### src/hw/rtl/assert_macros.svh
// Assertion macros shared by the fractal pixel unit RTL.
// Included by files that carry concurrent checks; no other dependencies.
`ifndef ASSERT_MACROS_SVH
`define ASSERT_MACROS_SVH

`ifndef SYNTH
`define ASSERT_RST(label, clk, rst, prop, msg) \
  label: assert property (@(posedge clk) disable iff (rst) prop) else $error(msg);
`define ASSERT_IMPL(label, clk, rst, ante, cons, msg) \
  label: assert property (@(posedge clk) disable iff (rst) (ante) |-> (cons)) else $error(msg);
`else
`define ASSERT_RST(label, clk, rst, prop, msg)
`define ASSERT_IMPL(label, clk, rst, ante, cons, msg)
`endif

`endif

### src/hw/rtl/etfp_pkg.sv
// Shared types and constants for the escape-time fractal pixel unit.
// No dependencies.
package etfp_pkg;

  localparam int FRAC_BITS = 24;
  localparam int DIG_W     = 8;
  localparam int N_DIG     = 4;
  localparam int MUL_A_W   = 33;
  localparam int MUL_B_W   = 32;
  localparam int PROD_W    = MUL_A_W + MUL_B_W;
  localparam int TERM_W    = MUL_A_W + DIG_W + 1;
  localparam int WIDE_W    = PROD_W + 1;
  localparam int DCNT_W    = $clog2(N_DIG);

  localparam logic signed [31:0]     ONE_Q     = 32'sh0100_0000;
  localparam logic signed [32:0]     ESC_LIMIT = 33'sh0_0400_0000;
  localparam logic [31:0]            COLOR_STEP = 32'd1000;
  localparam logic [31:0]            COLOR_BASE = 32'd14942208;
  localparam logic signed [WIDE_W-1:0] SAT_MAX = WIDE_W'(64'sh7FFF_FFFF);
  localparam logic signed [WIDE_W-1:0] SAT_MIN = -WIDE_W'(64'sh8000_0000);

  typedef enum logic [2:0] {
    REG_ORIGIN_RE    = 3'd0,
    REG_ORIGIN_IM    = 3'd1,
    REG_STEP_RE      = 3'd2,
    REG_STEP_IM      = 3'd3,
    REG_COLOR_OFFSET = 3'd4
  } cfg_reg_t;

  typedef enum logic [2:0] {
    S_IDLE,
    S_MAP_GO,
    S_MAP_WAIT,
    S_TEST,
    S_MUL_GO,
    S_MUL_WAIT,
    S_COLOR
  } state_t;

  // Product phase: real part uses xa*za and -xb*zb, imaginary xa*zb and xb*za.
  // Mapping reuses the first two phases for the real and imaginary axis.
  typedef enum logic [1:0] {
    PH_XA_ZA = 2'd0,
    PH_XB_ZB = 2'd1,
    PH_XA_ZB = 2'd2,
    PH_XB_ZA = 2'd3
  } phase_t;

  typedef struct packed {
    logic [9:0] col;
    logic [9:0] row;
  } pix_in_t;

  typedef struct packed {
    logic [9:0]  out_col;
    logic [9:0]  out_row;
    logic [8:0]  iterations;
    logic [31:0] color;
  } pix_out_t;

  typedef struct packed {
    logic signed [31:0] origin_re;
    logic signed [31:0] origin_im;
    logic [30:0]        step_re;
    logic [30:0]        step_im;
    logic [31:0]        color_offset;
  } cfg_regs_t;

  typedef struct packed {
    logic                      start;
    logic signed [MUL_A_W-1:0] a;
    logic signed [MUL_B_W-1:0] b;
  } mul_req_t;

  typedef struct packed {
    logic                     busy;
    logic                     done;
    logic signed [PROD_W-1:0] prod;
  } mul_rsp_t;

  function automatic logic signed [31:0] sat32(input logic signed [WIDE_W-1:0] v);
    logic signed [31:0] r;
    if (v > SAT_MAX) begin
      r = 32'sh7FFF_FFFF;
    end else if (v < SAT_MIN) begin
      r = 32'sh8000_0000;
    end else begin
      r = v[31:0];
    end
    return r;
  endfunction

endpackage

### src/hw/rtl/etfp_cfg.sv
// Configuration register file of the fractal pixel unit.
// Depends on etfp_pkg.
module etfp_cfg
  import etfp_pkg::*;
(
  input  logic        clk,
  input  logic        rst,
  input  logic        wr_en,
  input  logic [2:0]  wr_index,
  input  logic [31:0] wr_data,
  output cfg_regs_t   regs
);

  always_ff @(posedge clk) begin
    if (rst) begin
      regs.origin_re    <= '0;
      regs.origin_im    <= '0;
      regs.step_re      <= 31'd65536;
      regs.step_im      <= 31'd65536;
      regs.color_offset <= '0;
    end else if (wr_en) begin
      unique case (wr_index)
        REG_ORIGIN_RE:    regs.origin_re    <= wr_data;
        REG_ORIGIN_IM:    regs.origin_im    <= wr_data;
        REG_STEP_RE:      regs.step_re      <= wr_data[30:0];
        REG_STEP_IM:      regs.step_im      <= wr_data[30:0];
        REG_COLOR_OFFSET: regs.color_offset <= wr_data;
        default: ;
      endcase
    end
  end

endmodule

### src/hw/rtl/etfp_mul.sv
// Digit-serial signed multiplier: 33 x 32 bits, one 8-bit multiplier digit
// per cycle, most significant digit first. Depends on etfp_pkg.
`include "assert_macros.svh"

module etfp_mul
  import etfp_pkg::*;
(
  input  logic     clk,
  input  logic     rst,
  input  mul_req_t req,
  output mul_rsp_t rsp
);

  logic signed [MUL_A_W-1:0] a_r;
  logic [MUL_B_W-1:0]        b_sh;
  logic signed [PROD_W-1:0]  acc;
  logic signed [PROD_W-1:0]  acc_next;
  logic [DCNT_W-1:0]         dcnt;
  logic                      busy;
  logic                      done;
  logic                      first;
  logic                      last;
  logic [DIG_W-1:0]          digit;
  logic signed [DIG_W:0]     dig_s;
  logic signed [TERM_W-1:0]  term;

  assign first = (dcnt == '0);
  assign last  = (dcnt == DCNT_W'(N_DIG - 1));
  assign digit = b_sh[MUL_B_W-1 -: DIG_W];
  assign dig_s = first ? $signed({digit[DIG_W-1], digit}) : $signed({1'b0, digit});

  always_comb begin
    term     = a_r * dig_s;
    acc_next = first ? PROD_W'(term) : (acc <<< DIG_W) + PROD_W'(term);
  end

  always_ff @(posedge clk) begin
    if (rst) begin
      busy <= 1'b0;
      done <= 1'b0;
      dcnt <= '0;
    end else begin
      done <= busy && last;
      if (req.start) begin
        busy <= 1'b1;
        dcnt <= '0;
      end else if (busy) begin
        dcnt <= dcnt + 1'b1;
        if (last) begin
          busy <= 1'b0;
        end
      end
    end
  end

  always_ff @(posedge clk) begin
    if (req.start) begin
      a_r  <= req.a;
      b_sh <= req.b;
    end else if (busy) begin
      acc  <= acc_next;
      b_sh <= b_sh << DIG_W;
    end
  end

  assign rsp.busy = busy;
  assign rsp.done = done;
  assign rsp.prod = acc;

  `ASSERT_IMPL(a_mul_done_after_busy, clk, rst, done, $past(busy), "done without a run")
  `ASSERT_IMPL(a_mul_no_restart, clk, rst, req.start, !busy && !done, "start while running")
  `ASSERT_IMPL(a_mul_done_pulse, clk, rst, done, ##1 !done, "done held two cycles")

endmodule

### src/hw/rtl/escape_time_fractal_pixel_unit.sv
// Escape-time fractal pixel unit: maps (col, row) to a complex point with the
// configured origin and step, iterates z' = x*z, x' = x + z from z = 1 in
// signed saturating Q8.24 until x.re + z.re exceeds 4 or MAX_ITER steps run,
// and returns the count and a color. One item is worked on at a time; every
// product goes through a single shared multiplier that takes one 8-bit digit
// per cycle. Each iteration runs four products and the escape test. A finished
// result waits in an output register while the next item starts.
// Depends on etfp_pkg, etfp_cfg, etfp_mul and assert_macros.svh.
`include "assert_macros.svh"

module escape_time_fractal_pixel_unit
  import etfp_pkg::*;
#(
  parameter int MAX_ITER   = 256,
  parameter int COORD_BITS = 10
) (
  input  logic        clk,
  input  logic        rst,
  input  logic        in_valid,
  output logic        in_ready,
  input  pix_in_t     in_data,
  output logic        out_valid,
  input  logic        out_ready,
  output pix_out_t    out_data,
  input  logic        cfg_valid,
  output logic        cfg_ready,
  input  logic [2:0]  cfg_index,
  input  logic [31:0] cfg_data
);

  localparam int CNT_W = $clog2(MAX_ITER + 1);

  state_t    state;
  state_t    state_next;
  phase_t    phase;
  cfg_regs_t regs;
  mul_req_t  mreq;
  mul_rsp_t  mrsp;
  pix_in_t   pix;

  logic signed [31:0]        xa;
  logic signed [31:0]        xb;
  logic signed [31:0]        za;
  logic signed [31:0]        zb;
  logic signed [31:0]        na;
  logic signed [PROD_W-1:0]  sum_r;
  logic [CNT_W-1:0]          count;
  logic [9:0]                col_m;
  logic [9:0]                row_m;
  logic signed [32:0]        esc_sum;
  logic                      keep_going;
  logic                      out_free;
  logic                      in_fire;
  logic signed [31:0]        map_re;
  logic signed [31:0]        map_im;
  logic signed [31:0]        mix_val;
  logic [CNT_W-1:0]          diff;
  logic [31:0]               color_raw;
  logic [31:0]               color_val;

  assign cfg_ready = 1'b1;
  assign in_ready  = (state == S_IDLE);
  assign in_fire   = in_valid && in_ready;
  assign out_free  = !out_valid || out_ready;

  etfp_cfg u_cfg (
    .clk      (clk),
    .rst      (rst),
    .wr_en    (cfg_valid && cfg_ready),
    .wr_index (cfg_index),
    .wr_data  (cfg_data),
    .regs     (regs)
  );

  etfp_mul u_mul (
    .clk (clk),
    .rst (rst),
    .req (mreq),
    .rsp (mrsp)
  );

  always_comb begin
    for (int i = 0; i < 10; i++) begin
      col_m[i] = pix.col[i] & (i < COORD_BITS);
      row_m[i] = pix.row[i] & (i < COORD_BITS);
    end
  end

  assign esc_sum    = 33'(xa) + 33'(za);
  assign keep_going = (esc_sum <= ESC_LIMIT) && (count < CNT_W'(MAX_ITER));

  assign map_re  = sat32(WIDE_W'(mrsp.prod) + WIDE_W'(regs.origin_re));
  assign map_im  = sat32(WIDE_W'(mrsp.prod) + WIDE_W'(regs.origin_im));
  assign mix_val = sat32((WIDE_W'(sum_r) + WIDE_W'(mrsp.prod)) >>> FRAC_BITS);

  assign diff      = CNT_W'(MAX_ITER) - count;
  assign color_raw = 32'(diff) * COLOR_STEP;
  assign color_val = (color_raw == '0) ? '0 : color_raw + COLOR_BASE + regs.color_offset;

  // multiplier operand select
  always_comb begin
    mreq.start = (state == S_MAP_GO) || (state == S_MUL_GO);
    mreq.a     = 33'(xa);
    mreq.b     = za;
    if (state == S_MAP_GO || state == S_MAP_WAIT) begin
      if (phase == PH_XA_ZA) begin
        mreq.a = $signed({2'b00, regs.step_re});
        mreq.b = $signed(32'(col_m));
      end else begin
        mreq.a = $signed({2'b00, regs.step_im});
        mreq.b = $signed(32'(row_m));
      end
    end else begin
      case (phase)
        PH_XA_ZA: begin mreq.a = 33'(xa);    mreq.b = za; end
        PH_XB_ZB: begin mreq.a = -(33'(xb)); mreq.b = zb; end
        PH_XA_ZB: begin mreq.a = 33'(xa);    mreq.b = zb; end
        PH_XB_ZA: begin mreq.a = 33'(xb);    mreq.b = za; end
        default:  begin mreq.a = 33'(xa);    mreq.b = za; end
      endcase
    end
  end

  always_ff @(posedge clk) begin
    if (rst) begin
      state <= S_IDLE;
    end else begin
      state <= state_next;
    end
  end

  always_comb begin
    state_next = state;
    unique case (state)
      S_IDLE: begin
        if (in_fire) state_next = S_MAP_GO;
      end
      S_MAP_GO: state_next = S_MAP_WAIT;
      S_MAP_WAIT: begin
        if (mrsp.done) state_next = (phase == PH_XB_ZB) ? S_TEST : S_MAP_GO;
      end
      S_TEST: state_next = keep_going ? S_MUL_GO : S_COLOR;
      S_MUL_GO: state_next = S_MUL_WAIT;
      S_MUL_WAIT: begin
        if (mrsp.done) state_next = (phase == PH_XB_ZA) ? S_TEST : S_MUL_GO;
      end
      S_COLOR: begin
        if (out_free) state_next = S_IDLE;
      end
      default: state_next = S_IDLE;
    endcase
  end

  always_ff @(posedge clk) begin
    if (rst) begin
      phase     <= PH_XA_ZA;
      out_valid <= 1'b0;
    end else begin
      if (in_fire || state == S_TEST) begin
        phase <= PH_XA_ZA;
      end else if ((state == S_MAP_WAIT || state == S_MUL_WAIT) && mrsp.done) begin
        phase <= phase_t'(phase + 2'd1);
      end
      if (state == S_COLOR && out_free) begin
        out_valid <= 1'b1;
      end else if (out_ready) begin
        out_valid <= 1'b0;
      end
    end
  end

  always_ff @(posedge clk) begin
    if (in_fire) begin
      pix <= in_data;
    end
    if (state == S_MAP_WAIT && mrsp.done) begin
      if (phase == PH_XA_ZA) begin
        xa <= map_re;
      end else begin
        xb    <= map_im;
        za    <= ONE_Q;
        zb    <= '0;
        count <= '0;
      end
    end
    if (state == S_MUL_WAIT && mrsp.done) begin
      case (phase)
        PH_XA_ZA: sum_r <= mrsp.prod;
        PH_XB_ZB: na    <= mix_val;
        PH_XA_ZB: sum_r <= mrsp.prod;
        PH_XB_ZA: begin
          xa    <= sat32(WIDE_W'(xa) + WIDE_W'(za));
          xb    <= sat32(WIDE_W'(xb) + WIDE_W'(zb));
          za    <= na;
          zb    <= mix_val;
          count <= count + 1'b1;
        end
        default: ;
      endcase
    end
    if (state == S_COLOR && out_free) begin
      out_data.out_col    <= pix.col;
      out_data.out_row    <= pix.row;
      out_data.iterations <= 9'(count);
      out_data.color      <= color_val;
    end
  end

  `ASSERT_IMPL(a_iter_below_cap, clk, rst, state == S_MUL_GO, count < CNT_W'(MAX_ITER),
               "iteration started at cap")
  `ASSERT_IMPL(a_done_when_waiting, clk, rst, mrsp.done,
               state == S_MAP_WAIT || state == S_MUL_WAIT, "product finished unexpectedly")
  `ASSERT_IMPL(a_accept_starts_map, clk, rst, in_fire, ##1 state == S_MAP_GO,
               "accepted item did not start mapping")

endmodule
### config.mk
export PLATFORM = sky130hd
export DESIGN_NAME = escape_time_fractal_pixel_unit
export DESIGN_NICKNAME = d
export VERILOG_FILES = /design/src/hw/rtl/etfp_pkg.sv /design/src/hw/rtl/etfp_cfg.sv /design/src/hw/rtl/etfp_mul.sv /design/src/hw/rtl/escape_time_fractal_pixel_unit.sv
export VERILOG_INCLUDE_DIRS = /design/src /design/src/hw/rtl
export SDC_FILE = /design/constraint.sdc
export NUM_CORES = 2
export LEC_CHECK = 0
export ABC_AREA = 1
export BUFFER_PORTS_ARGS = -buffer_cell sky130_fd_sc_hd__buf_2
export CAP_MARGIN = 20
export CELL_PAD_IN_SITES_DETAIL_PLACEMENT = 1
export CELL_PAD_IN_SITES_GLOBAL_PLACEMENT = 2
export CORE_AREA = 3 3 396 398
export CTS_BUF_LIST = sky130_fd_sc_hd__clkbuf_4 sky130_fd_sc_hd__clkbuf_8 sky130_fd_sc_hd__clkbuf_16
export DETAILED_ROUTE_END_ITERATION = 10
export DIE_AREA = 0 0 399 401
export PLACE_DENSITY = 0.84
export SYNTH_ARGS = -nofsm -noshare
export SYNTH_HDL_FRONTEND = slang
export SYNTH_SLANG_ARGS = --single-unit
### constraint.sdc
create_clock -name clk -period 12 [get_ports clk]
set_clock_uncertainty 0.05 [all_clocks]
set_input_delay 1.2 -clock clk [delete_from_list [all_inputs] [get_ports clk]]
set_output_delay 1.2 -clock clk [all_outputs]
set_load 0.05 [all_outputs]
# After elaboration in Yosys (flattened, before gate mapping)

Index checks and enable logic that the tools add are counted.

Memories: 0
Input bits: 60
Bits in writable memories: 0
Logic and storage cells: 156
Bits in registers: 613
Latch bits: 0
ROM bits: 0

Multiply operators: 2
Bitwise logic cells: 1
Div/mod/pow operators: 0
Shift-type cells: 0
Muxes and demuxes: 50
Reductions and logical operators: 32
Magnitude comparators: 12
Equality and inequality tests: 18
$add $sub $neg: 14

Operators by type and width:

| cell                                                             | number |
|---|---|
| 2-to-1 mux 32 bit                                                | 28 |
| case mux 65 bit (4 select lines)                                 | 1 |
| adder 65 x 32 -> 66 bit                                          | 2 |
| > comparator 66 x 32 -> 1 bit, second input constant             | 2 |
| < comparator 66 x 32 -> 1 bit, second input constant             | 2 |
| 2-to-1 mux 65 bit                                                | 2 |
| adder 32 x 32 -> 33 bit                                          | 3 |
| adder 65 x 65 -> 66 bit                                          | 1 |
| > comparator 33 x 32 -> 1 bit, second input constant             | 2 |
| < comparator 33 x 32 -> 1 bit, second input constant             | 2 |
| adder 65 x 42 -> 65 bit                                          | 1 |
| 2-to-1 mux 63 bit                                                | 1 |
| 2-to-1 mux 9 bit                                                 | 5 |
| > comparator 42 x 32 -> 1 bit, second input constant             | 1 |
| < comparator 42 x 32 -> 1 bit, second input constant             | 1 |
| multiplier 33 x 9 -> 42 bit                                      | 1 |
| less-or-equal comparator 33 x 28 -> 1 bit, second input constant | 1 |
| negator 32 -> 33 bit                                             | 1 |
| adder 25 x 32 -> 32 bit                                          | 1 |
| logical NOT 32 bit                                               | 1 |
| adder 19 x 24 -> 25 bit, second input constant                   | 1 |
| case mux 3 bit (7 select lines)                                  | 1 |
| multiplier 9 x 7 -> 16 bit, second input constant                | 1 |
| AND reduction 2 bit                                              | 8 |
| 23 further kinds                                                 | 59 |

# Logic depth before layout (Yosys ltp)

Depth in word-level cells: 8
Mapped depth: 46
Mapped depth without buffers: 44

# Cells and area by module

Synthesis repeated with hierarchy kept, for this count alone.

Cell total of the unflattened synthesis: 10215
Area, all modules: 65720.5 um^2

Modules (own cells, without submodules):

| module                         | cells each | instances | area each (um^2) |
|---|---|---|---|
| escape_time_fractal_pixel_unit | 6413       | 1         | 38814.7 |
| etfp_mul                       | 2896       | 1         | 20666.1 |
| etfp_cfg                       | 906        | 1         | 6239.7 |

# Worst setup path after synthesis

No wires, ideal clock.

Path kind: flip-flop to flip-flop
From: register u_mul.dcnt[0]
To: register u_mul.acc[61], data pin
Path buffers: 0
Slack: 4.213 ns
Data required time: 11.686 ns
Stages on the path, launching flop included: 44
Data arrival time: 7.473 ns
Cell sequence: dfxtp_1 > inv_1 > ha_1 > nand2_1 > or2_2 > fa_1 > fa_1 > inv_1 > fa_1 > fa_1 > inv_1 > fa_1 > inv_1 > ha_1 > a21oi_1 > and2_1 > o21ai_1 > nand2_1 > [... 8 more ...] > nand3b_1 > and2_1 > ha_1 > nand2_1 > nor2_1 > inv_1 > nor4_1 > nand3_1 > nand3_1 > nand2_1 > o211ai_1 > a21o_1 > nand2_1 > nand2_1 > a21o_1 > nand2_1 > nand3_1 > nand2_1

Longest elaborated chain between the ends: 5

RTL lines:

| what                         | line           | text |
|---|---|---|
| start, declared              | etfp_mul.sv:18 | `logic [DCNT_W-1:0] dcnt;` |
| start signal, assigned       | etfp_mul.sv:48 | `dcnt <= dcnt + 1'b1;` |
| logical NOT 2 bit *          | etfp_mul.sv:27 | `assign first = (dcnt == '0);` |
| 2-to-1 mux 9 bit             | etfp_mul.sv:30 | `assign dig_s = first ? $signed({digit[DIG_W-1], digit}) : $signed({1'b0, digit});` |
| multiplier 33 x 9 -> 42 bit  | etfp_mul.sv:33 | `term = a_r * dig_s;` |
| adder 65 x 42 -> 65 bit      | etfp_mul.sv:34 | `acc_next = first ? PROD_W'(term) : (acc <<< DIG_W) + PROD_W'(term);` |
| 2-to-1 mux 65 bit *          | etfp_mul.sv:34 |  |
| named net u_mul.acc_next[61] | etfp_mul.sv:17 | `logic signed [PROD_W-1:0] acc_next;` |
| end signal, assigned         | etfp_mul.sv:61 | `acc <= acc_next;` |
| end, declared                | etfp_mul.sv:16 | `logic signed [PROD_W-1:0] acc;` |

The timed path passes the listed nets; every way through them passes the cells marked *.
A chain may end at the register's enable or synchronous reset.

# Worst setup path after layout

From: register u_mul.b_sh[28]
To: register u_mul.acc[64], data pin

Longest elaborated chain between the ends: 4

RTL lines:

| what                          | line           | text |
|---|---|---|
| start, declared               | etfp_mul.sv:15 | `logic [MUL_B_W-1:0] b_sh;` |
| start signal, assigned        | etfp_mul.sv:59 | `b_sh <= req.b;` |
| start signal, assigned        | etfp_mul.sv:62 | `b_sh <= b_sh << DIG_W;` |
| 2-to-1 mux 9 bit *            | etfp_mul.sv:30 |  |
| multiplier 33 x 9 -> 42 bit * | etfp_mul.sv:33 |  |
| adder 65 x 42 -> 65 bit       | etfp_mul.sv:34 |  |
| 2-to-1 mux 65 bit *           | etfp_mul.sv:34 |  |
| named net u_mul.acc_next[64]  | etfp_mul.sv:17 |  |

Marked as above.

==> qor.yml <==
drtIter0Drc: 4634
yosysSeqAreaShare: 0.250
final_common_cell: "nand2_1"
netlist_area_um2: 61300
synth_top_family_by_area: "simple AND/OR/NAND/NOR gates"
fin_tns_setup_ns: 0
worstHoldStart: "na[6]"
numCtsBuffers: 77
fin_ws_ns: 2.31
grt_pass1_vias: 62300
cts-hold-fix-buffers: 0
clock_sinks: 613
syn_area_per_cell_um2: 6.78
nNetsFinal: 9889
r2r-start: "u_mul.b_sh[28]"
die_w_um: 399
synthAdderAreaFrac: 0.188
area_delta_synth_final_pct: 8.79
crit_required_ns: 12.38
ant_nets: 0
synth-compound-area-share: 0.142
drive_gt1_frac: 0.0587
synth_nets: 9866
slew_headroom: 0.188
synth_mux_area_frac: 0.000347
min_period_ns: 9.69
slowest_delay_ns: 0.93
synth.distinct_cells: 69
hold_viol_final: 0
dieHeight_um: 401
insertion_delay_ns: 0.73
cp-startpoint: "u_mul.b_sh[28]"
yosysWarnings: 0
dieArea_um2: 160000
post-route-util: 0.434
critPathBufInv: 7
reg2reg_depth: 33
cp_max_fo: 24
pre_cts_slack_ns: 2.49
grt_max_degree: 103
status: "finished, final reports clean"
drv_slew: 0
drt_pass1_iterations: 6
cts_tree: "built"
ctsLongestPathBuffers: 3
vias: 61500
synthTopCellsByArea: "nand2_1 16%, edfxtp_1 15%, ha_1 10%"
rows: 144
clkTransAtPathRegs_ns: 0.06
crit_slowest_cell: "edfxtp_1"
totalWireLength_um: 286000
cts_root_buf: "clkbuf_16"
setup_violations: 0
endpoint_kind: "flip-flop"
synth-edff-count: 308
synthXorXnorAreaFrac: 0.0367
worstHoldPathType: "flip-flop to flip-flop"
antenna_found_initial: 9
wl_per_cell_um: 25.6
grt_use_total: 0.352
drc: 0
ys_seq_elements: 613
io_pins: 124
initial_core_util: 0.399
hpwl_um: 236000
ys_async_sr_fraction: 0
place.gp.congestion: 1.02
critPathKind: "flip-flop to flip-flop"
syn_inst: 9047
grt_pass1_wl_um: 418000
yosys.area.top_type_share: 0.157
period_share: 0.807
synth_ff_type: "edfxtp_1"
post_cts_resized: 0
max_freq_mhz: 103
yosys.area_share.simple: 0.277
postCtsSetupBuffers: 0
fillers: 20000
rsz0062_at_grt: "false"
worst-path-stages: 33
crit_family: "adder cells"
synth.largest_area_cell: "nand2_1"
portBuffers: 122
worstPathArrival_ns: 10.07
crit_path_frequent_cell: "inv_1"
rrSetupSlack_ns: 2.31
critPathLaunchType: "flip-flop"
htree_levels: 3
layout.cells.most_common_list: "2571 x nand2_1, 1422 x inv_1, 986 x nor2_1, 642 x a21oi_1, 488 x ha_1"
grt_overflow: 0
core_area_um2: 154000
reg2reg_to: "u_mul.acc[64]"
max_cap_violations: 0
worstMarginPinSlew_ns: 1.20
cp-endpoint: "u_mul.acc[64]"
via_per_inst: 5.50
holdWs_ns: 0.400
sequential cells by signal (all words and copies together) (netlist names), 2 cells and up:
register	count
u_mul.a_r	33
phase	2
za	32
xa	32
u_mul.acc	65
col_m	10
count	9
zb	32
row_m	10
out_data	61
sum_r	65
u_mul.dcnt	2
u_mul.b_sh	32
xb	32
state	3
u_cfg.regs	158
na	32
cells by family after synthesis:
kind of cell | Yosys count
compound gates | 1533
simple gates | 4187
other cells | 1
fa+ha+maj | 759
mux | 2
buf+inv | 1696
flops | 613
xor+xnor | 256
cells in the mapped netlist (all sizes together), types with 4 or more instances:
master     n
a22o      29
nor3      83
o221ai     8
a31oi     86
edfxtp   308
o21ai    502
clkbuf   187
o21bai    52
nand3b    26
o21a      21
nand3    292
and3       6
clkinv    10
ha       490
buf       52
and2       9
xnor2     67
nand4     62
fa       269
dfxtp    305
a22oi     15
nor4      29
a21o      34
o211ai    22
o31ai     13
nand2   2601
inv     1447
a21oi    673
nor2    1052
or2       24
xor2     189
a211oi    14
a221oi     5
a32oi     30
o22ai      4
a21boi    15
routing by layer:
layer	global-route usage	wire [um]
met1	0.477	127000
met2	0.551	127000
met3	0.0464	16500
met4	0.169	16100
met5	0	27
worst min-delay path by stage:
stage	slack, ns	endpoint	depth (start not counted)
after global routing	0.42	out_data[41]	0
after detailed placement	0.39	out_data[55]	0
after global placement	0.38	za[8]	2
final	0.40	za[6]	1
after CTS	0.40	za[6]	1
after floorplan	0.36	out_data[34]	0
metrics by stage:
| stage | area (um^2) | std cells |
|---|---|---|
| floorplan | 61300 | 9047 |
| global placement | 64000 | 11000 |
| detailed placement | 64000 | 11000 |
| CTS | 66700 | 11200 |
| global route | 66700 | 11200 |
| finish | 66700 | 11200 |
area by class of cell:
cell class / instances / area (um^2) / area share
Inverter: 1457 / 5470 / 0.0820
Clock buffer: 107 / 2230 / 0.0334
Multi-Input combinational cell: 6738 / 39600 / 0.593
Timing Repair Buffer: 183 / 1080 / 0.0161
Clock inverter: 37 / 440 / 0.00660
Sequential cell: 613 / 15400 / 0.230
Antenna cell: 8 / 20.0 / 0.000300
Tap cell: 2044 / 2560 / 0.0383
Power is left out: the tool's default activity adds up to more than one toggle a clock period on the data nets, which glitch-free logic cannot reach.
